<file path="config.mk">
export PLATFORM = sky130hd
export DESIGN_NAME = hhmc_front
export DESIGN_NICKNAME = d
export VERILOG_FILES = /design/src/rtl/core/hhmc_pkg.sv /design/src/rtl/core/hhmc_front.sv
export SDC_FILE = /design/constraint.sdc
export NUM_CORES = 1
export LEC_CHECK = 0
export BUFFER_PORTS_ARGS = -buffer_cell sky130_fd_sc_hd__buf_4
export CAP_MARGIN = 20
export CORE_UTILIZATION = 50
export DETAILED_ROUTE_END_ITERATION = 8
export PLACE_DENSITY = 0.86
export SETUP_SLACK_MARGIN = 0.1
export SYNTH_ARGS = -nofsm -noshare
export SYNTH_HDL_FRONTEND = slang
export SYNTH_SLANG_ARGS = --single-unit
</file>
<file path="constraint.sdc">
create_clock -name clk -period 3.2 [get_ports clk]
set_input_delay 0.32 -clock clk [delete_from_list [all_inputs] [get_ports clk]]
set_output_delay 0.32 -clock clk [all_outputs]
set_load 0.1 [all_outputs]
</file>
<file path="src/rtl/core/hhmc_pkg.sv">
// Shared types, constants and helpers for the hit histogram to miss curve block
`default_nettype none

package hhmc_pkg;

	localparam int DEPTH  = 1024;
	localparam int AW     = $clog2(DEPTH);
	localparam int POS_W  = 10;
	localparam int CNT_W  = 32;
	localparam int SUM_W  = 48;
	localparam int QDEPTH = 2;
	localparam int QAW    = $clog2(QDEPTH);
	localparam int QCW    = $clog2(QDEPTH + 1);

	typedef enum logic {
		OP_RECORD = 1'b0,
		OP_DRAIN  = 1'b1
	} op_t;

	typedef enum logic [1:0] {
		S_CLEAR,
		S_IDLE,
		S_EXEC
	} bk_state_t;

	typedef struct packed {
		logic              kind;
		logic [CNT_W-1:0]  position;
		logic [CNT_W-1:0]  hit_count;
	} in_t;

	typedef struct packed {
		logic [POS_W-1:0]  point_position;
		logic [SUM_W-1:0]  miss_count;
		logic              last;
	} out_t;

	typedef struct packed {
		op_t               op;
		logic [AW-1:0]     addr;
		logic [CNT_W-1:0]  cnt;
	} cmd_t;

	function automatic logic [SUM_W-1:0] sat_add(input logic [SUM_W-1:0] a,
		input logic [SUM_W-1:0] b);
		logic [SUM_W:0] s;
		s = {1'b0, a} + {1'b0, b};
		return s[SUM_W] ? {SUM_W{1'b1}} : s[SUM_W-1:0];
	endfunction

endpackage

`default_nettype wire

</file>
<file path="src/rtl/core/hhmc_front.sv">
// Front end: accepts words, clamps positions and queues commands
`default_nettype none

module hhmc_front import hhmc_pkg::*; (
	input  wire logic clk,
	input  wire logic arst_n,
	input  wire logic item_valid,
	output logic      item_ready,
	input  wire in_t  item,
	input  wire logic clearing,
	output logic      q_valid,
	input  wire logic q_ready,
	output cmd_t      q_cmd
);

	cmd_t           fifo_q [QDEPTH];
	logic [QAW-1:0] wp_q;
	logic [QAW-1:0] rp_q;
	logic [QCW-1:0] cnt_q;
	logic           push;
	logic           pop;
	cmd_t           cmd_in;

	always_comb begin
		cmd_in.op  = op_t'(item.kind);
		cmd_in.cnt = item.hit_count;
		if (item.position > CNT_W'(DEPTH - 2)) begin
			cmd_in.addr = AW'(DEPTH - 2);
		end else begin
			cmd_in.addr = item.position[AW-1:0];
		end
	end

	assign item_ready = (cnt_q != QCW'(QDEPTH)) && !clearing;
	assign push       = item_valid && item_ready;
	assign q_valid    = (cnt_q != '0);
	assign pop        = q_valid && q_ready;
	assign q_cmd      = fifo_q[rp_q];

	always_ff @(posedge clk) begin
		if (push) begin
			fifo_q[wp_q] <= cmd_in;
		end
	end

	always_ff @(posedge clk or negedge arst_n) begin
		if (!arst_n) begin
			wp_q  <= '0;
			rp_q  <= '0;
			cnt_q <= '0;
		end else begin
			if (push) begin
				wp_q <= wp_q + 1'b1;
			end
			if (pop) begin
				rp_q <= rp_q + 1'b1;
			end
			if (push && !pop) begin
				cnt_q <= cnt_q + 1'b1;
			end else if (pop && !push) begin
				cnt_q <= cnt_q - 1'b1;
			end
		end
	end

endmodule

`default_nettype wire

</file>
=== Yosys cells after proc, flatten, opt, wreduce, memory -nomap -nowiden ===
Memories as Yosys holds them, arrays and structs flattened.
Index checks and enable logic that the tools add are counted.

* Word-level logic and storage cells: 25
* Output and inout port bits: 45
* Memories kept: 1
* Input port bits: 70
* Register bits after elaboration: 4
* Memory bits (writable): 86

{| class="wikitable"
|+ Memory list
! memory !! depth !! bits a word !! rd ports !! clocked after memory_dff !! wr ports !! line !! source
|-
| fifo_q || 2 || 43 || 1 || 0 || 1 || hhmc_front.sv:16 || <nowiki>cmd_t fifo_q [QDEPTH];</nowiki>
|}

* Add/subtract/negate cells: 4
* Reduce and logical (&&, ||, !) cells: 10
* $lt $le $gt $ge: 1
* Mux-type cells: 5
* Equality and inequality tests: 1

{| class="wikitable"
|+ Operators by type and width
! kind !! number
|-
| 32-bit by 10-bit > comparator with 1-bit output (second input constant) || 1
|-
| 10-bit 2-to-1 mux || 1
|-
| 1-bit logical AND || 5
|-
| 2-bit 2-to-1 mux || 2
|-
| 2-bit nonzero test || 2
|-
| 1-bit logical NOT || 3
|-
| 1-bit adder (second input constant) || 2
|-
| 2-bit by 1-bit adder with 2-bit output (second input constant) || 1
|-
| 1-bit 2-to-1 mux || 2
|-
| 2-bit inequality test (second input constant) || 1
|-
| 2-bit by 1-bit subtractor with 2-bit output (second input constant) || 1
|}

=== Logic depth before layout (Yosys ltp) ===
* Depth in word-level cells: 7
* Depth in mapped cells: 7
* Gate-level depth less buffers: 7

=== Worst setup path before layout ===
Ideal clock, no wire load.

* Path type: register to register
* Start: register cnt_q[1]
* End: memory fifo_q[0][0] (netlist name) (enable)
* Data required time: 2.756 ns
* Setup slack: 0.328 ns
* Stages on the path, launching flop included: 4
* Setup time: 0.444 ns
* Arrival time: 2.429 ns
* Cell sequence: dfrtp_1 -> inv_1 -> o211ai_1 -> nor2_1

* Word-level cells in the longest chain between the ends: 5

{| class="wikitable"
|+ Ends and longest elaborated chain
! element !! line !! source
|-
| from (decl) || hhmc_front.sv:19 || <nowiki>logic [QCW-1:0] cnt_q;</nowiki>
|-
| from (signal assigned) || hhmc_front.sv:59 || <nowiki>cnt_q <= cnt_q + 1'b1;</nowiki>
|-
| from (signal assigned) || hhmc_front.sv:61 || <nowiki>cnt_q <= cnt_q - 1'b1;</nowiki>
|-
| 2-bit inequality test || hhmc_front.sv:34 || <nowiki>assign item_ready = (cnt_q != QCW'(QDEPTH)) && !clearing;</nowiki>
|-
| 1-bit logical AND || hhmc_front.sv:34 ||
|-
| 1-bit logical AND || hhmc_front.sv:35 || <nowiki>assign push = item_valid && item_ready;</nowiki>
|-
| 1-bit 2-to-1 mux || hhmc_front.sv:41 || <nowiki>if (push) begin</nowiki>
|-
| 1-bit 2-to-1 mux (implied by the code) || hhmc_front.sv:42 || <nowiki>fifo_q[wp_q] <= cmd_in;</nowiki>
|-
| to (decl) || hhmc_front.sv:16 ||
|}

Every way passes these cells.

==> metrics.md <==
| Metric | Value |
|---|---|
| Worst setup EP type | output pin |
| Synth Register Bits | 90 |
| Fill count | roughly 450 |
| Outcome | finished clean |
| Starting Density | 0.530 |
| Bufs on Longest Clock Path | 2 |
| Worst Path Required | 2880 ps |
| Worst path slowest cell | dfrtp_2 |
| Die height | 85.2 um |
| Post-route insts no fill | 379 |
| Seq/Total Area, Yosys | 0.775 |
| ANT cells | 0 |
| CTS tree | built |
| DR vias | 1966 |
| Via density | 5.19 |
| Total Negative Setup Slacks | 0 ps |
| Max-slew headroom | 0.314 |
| Power per cell area | between 1000 and 1500 mW/mm2 |
| Die X | roughly 85 um |
| Core area | 0.00653 mm2 |
| Worst R2R Start | cnt_q[1]$_DFFE_PN0P_ |
| R2R Setup Slk | ~1300 ps |
| Maximum VDD drop | between 0.7 and 0.8 mV |
| Placed Cells | 362 |
| Antenna viol nets, final | 0 |
| Fin crit share | 0.739 |
| Worst Hold Slack | ~160 ps |
| Reg clk slew, reported paths | 90 ps |
| WL/cell | 15.9 um |
| Leak Pwr | 0.00173 uW |
| Arr. time, crit path | 2050 ps |
| Xor/xnor share of the synthesized area | 0.0126 |
| CP max stage delay | 1030 ps |
| GP Congestion | 0.747 |
| H-tree Lvls | 3 |
| Layout net count | ~370 |
| Die Area | 0.00726 mm2 |
| Compound-Gate Fraction of Synth Area | 0.00434 |
| Hpwl dp | around 4000 um |
| Critical Path Start Type | flop |
| Post-Syn Area per Cell | ~20 um2 |
| Post-Synth Adder-Cell Area | 0.00361 |
| CP Cell Sequence | mux2_2 > buf_4 |
| Fin Clk Skew | 10.3 ps |
| Final-report hold violation count | 0 |
| Clk sinks | 90 |
| Rows | 29 |
| CTS Root Cell | clkbuf_8 |
| Largest net degree at the start of global routing | 45 |
| Crit path kind | flop to output pin |
| Critical Path Start | rp_q$_DFFE_PN0P_ |
| Total track usage | 0.178 |
| Iter 0 DRT Violations | ~110 |
| Post-route core utilization | 0.708 |
| CP Max Fanout | 44 |
| Hold wc startpoint | item[24] |
| Min-delay worst type | input pin to flop |
| Unique cell type count in the Yosys netlist | 23 |
| MaxCap Viol Count | 0 |
| Layout overhead on the synthesized area | 33.5% |
| Post-Synthesis Cells | 176 |
| RSZ-0062 raised after global routing | false |
| Main combinational cell family by area after synthesis | multiplexers |
| Pre-antenna DRT Iters | 4 |
| IO buf count | 114 |
| Antenna violations before repair | 0 |
| Mux contribution to synthesized area | 0.140 |
| Yosys warning total | 0 |
| Max Slew Vio Count | 0 |
| DR DRC count | 0 |
| Post-Synth Simple-Gate Area | 0.0538 |
| IO Pins | 115 |
| Fmax achieved | between 0.4 and 0.5 GHz |
| Syn_nets | 247 |
| Latest clock arrival within the worst-skew pair | 340 ps |
| Layout cells sized above 1 | 0.593 |
| Setup violators final | 0 |
| GR Overflow Total | 0 |
| First-pass GRT wire length | 9580 um |
| Post-CTS sizing | 0 |
| Slew @ Worst Pin | about 1000 ps |
| CTS buffer count | 9 |
| Fin crit period | 2370 ps |
| Post-Syn Area | 0.00346 mm2 |
| Vias in the first global route | 2091 |
| Routed WL | 6020 um |
==> report_power, final <==
part	total, uW	internal (uW)	leakage [uW]	switching, uW
sequential	1620	1470	0.000820	155
combinational	2380	593	0.000810	1790
clock	746	364	0.000101	382
==> stage by stage <==
| stage | setup slack, ps | cell area [um2] | total power, uW |
|---|---|---|---|
| CTS | 781 | 4620 | 4790 |
| detailed placement | 1160 | 4420 | 4040 |
| global placement | 1160 | 4420 | 4020 |
| global route | 696 | 4620 | 4910 |
| finish | 835 | 4620 | 4750 |
| floorplan | 328 | 3460 | 3560 |
==> cells in the final DEF (no fill, tap or decap), drive strengths merged, types with 2 or more instances in the layout <==
cell type / Yosys / final
nand3b: 7 / 7
inv: 3 / 4
and4: 2 / 2
buf: 4 / 115
edfxtp: 86 / 86
clkbuf: 2 / 10
clkinv: 0 / 4
nor4: 4 / 4
mux2: 43 / 43
xnor2: 4 / 4
nand4: 2 / 2
nand2: 2 / 2
dfrtp: 4 / 4
nor2: 2 / 2
nand4b: 2 / 2
==> state kept, by name, summed over array words and instances, names as in the netlist <==
name    cells
fifo_q     86
cnt_q       2
wp_q        1
rp_q        1
==> worst paths after layout <==
| kind | end | cells after the start |
|---|---|---|
| max in group asynchronous | rp_q$_DFFE_PN0P_ | 2 |
| worst min-delay path | fifo_q[1][24]$_DFFE_PP_ | 1 |
| worst min register to register | wp_q$_DFFE_PN0P_ | 1 |
| min in group asynchronous | cnt_q[1]$_DFFE_PN0P_ | 2 |
| worst max-delay path | q_cmd[1] | 2 |
| worst max register to register | fifo_q[1][15]$_DFFE_PP_ | 3 |
==> cell families after synthesis <==
group / after synthesis
fa+ha+maj: 1
simple gates: 26
flops: 90
compound gates: 2
mux: 43
xor+xnor: 5
buf+inv: 9
==> synth_stat cells (all sizes together) <==
library cell / n / share of area
ha: 1 / 0.0036
dfrtp: 4 / 0.029
o211ai: 1 / 0.0022
edfxtp: 86 / 0.75
and4: 2 / 0.0051
nor4: 4 / 0.0072
or4: 1 / 0.0033
inv: 3 / 0.0033
nand2: 2 / 0.0022
nor2: 2 / 0.0022
nand4: 2 / 0.0036
nand3b: 7 / 0.015
xor2: 1 / 0.0025
xnor2: 4 / 0.010
buf: 4 / 0.0058
or3: 1 / 0.0018
clkbuf: 2 / 0.0022
and3: 1 / 0.0018
or2: 1 / 0.0018
nor3: 1 / 0.0047
o21a: 1 / 0.0022
mux2: 43 / 0.14
nand4b: 2 / 0.0051
==> routing by layer <==
| metal | track usage | vias to the layer above | part of all wire |
|---|---|---|---|
| li1 | - | 934 | - |
| met1 | 0.199 | 943 | 0.38 |
| met2 | 0.315 | 84 | 0.54 |
| met3 | 0.0584 | 5 | 0.074 |
| met4 | 0.0709 | 0 | 0.011 |
| met5 | 0 | - | 0 |
==> area by class of cell <==
class,instances,area (um2),share of cell area
clock inverter,6,66.3,0.0143
timing repair buffer,116,886,0.192
multi-input combinational,77,751,0.162
inverter,3,11.3,0.00244
sequential,90,2680,0.581
clock buffer,10,128,0.0276
tap,77,96.3,0.0208
==> worst max-delay path, delay by kind of cell (launching register included) <==
kind / cells / cell delay [ps]
buffers and inverters: 1 / 230
muxes: 1 / 430
DFF: 1 / 1030
==> repair_timing <==
| action | CTS | global route |
|---|---|---|
| buffers inserted | 0 | 0 |
| hold buffers | 1 | 0 |
| hold endpoints to repair | 4 | 0 |
No activity file was read; power rests on OpenSTA's default activity.
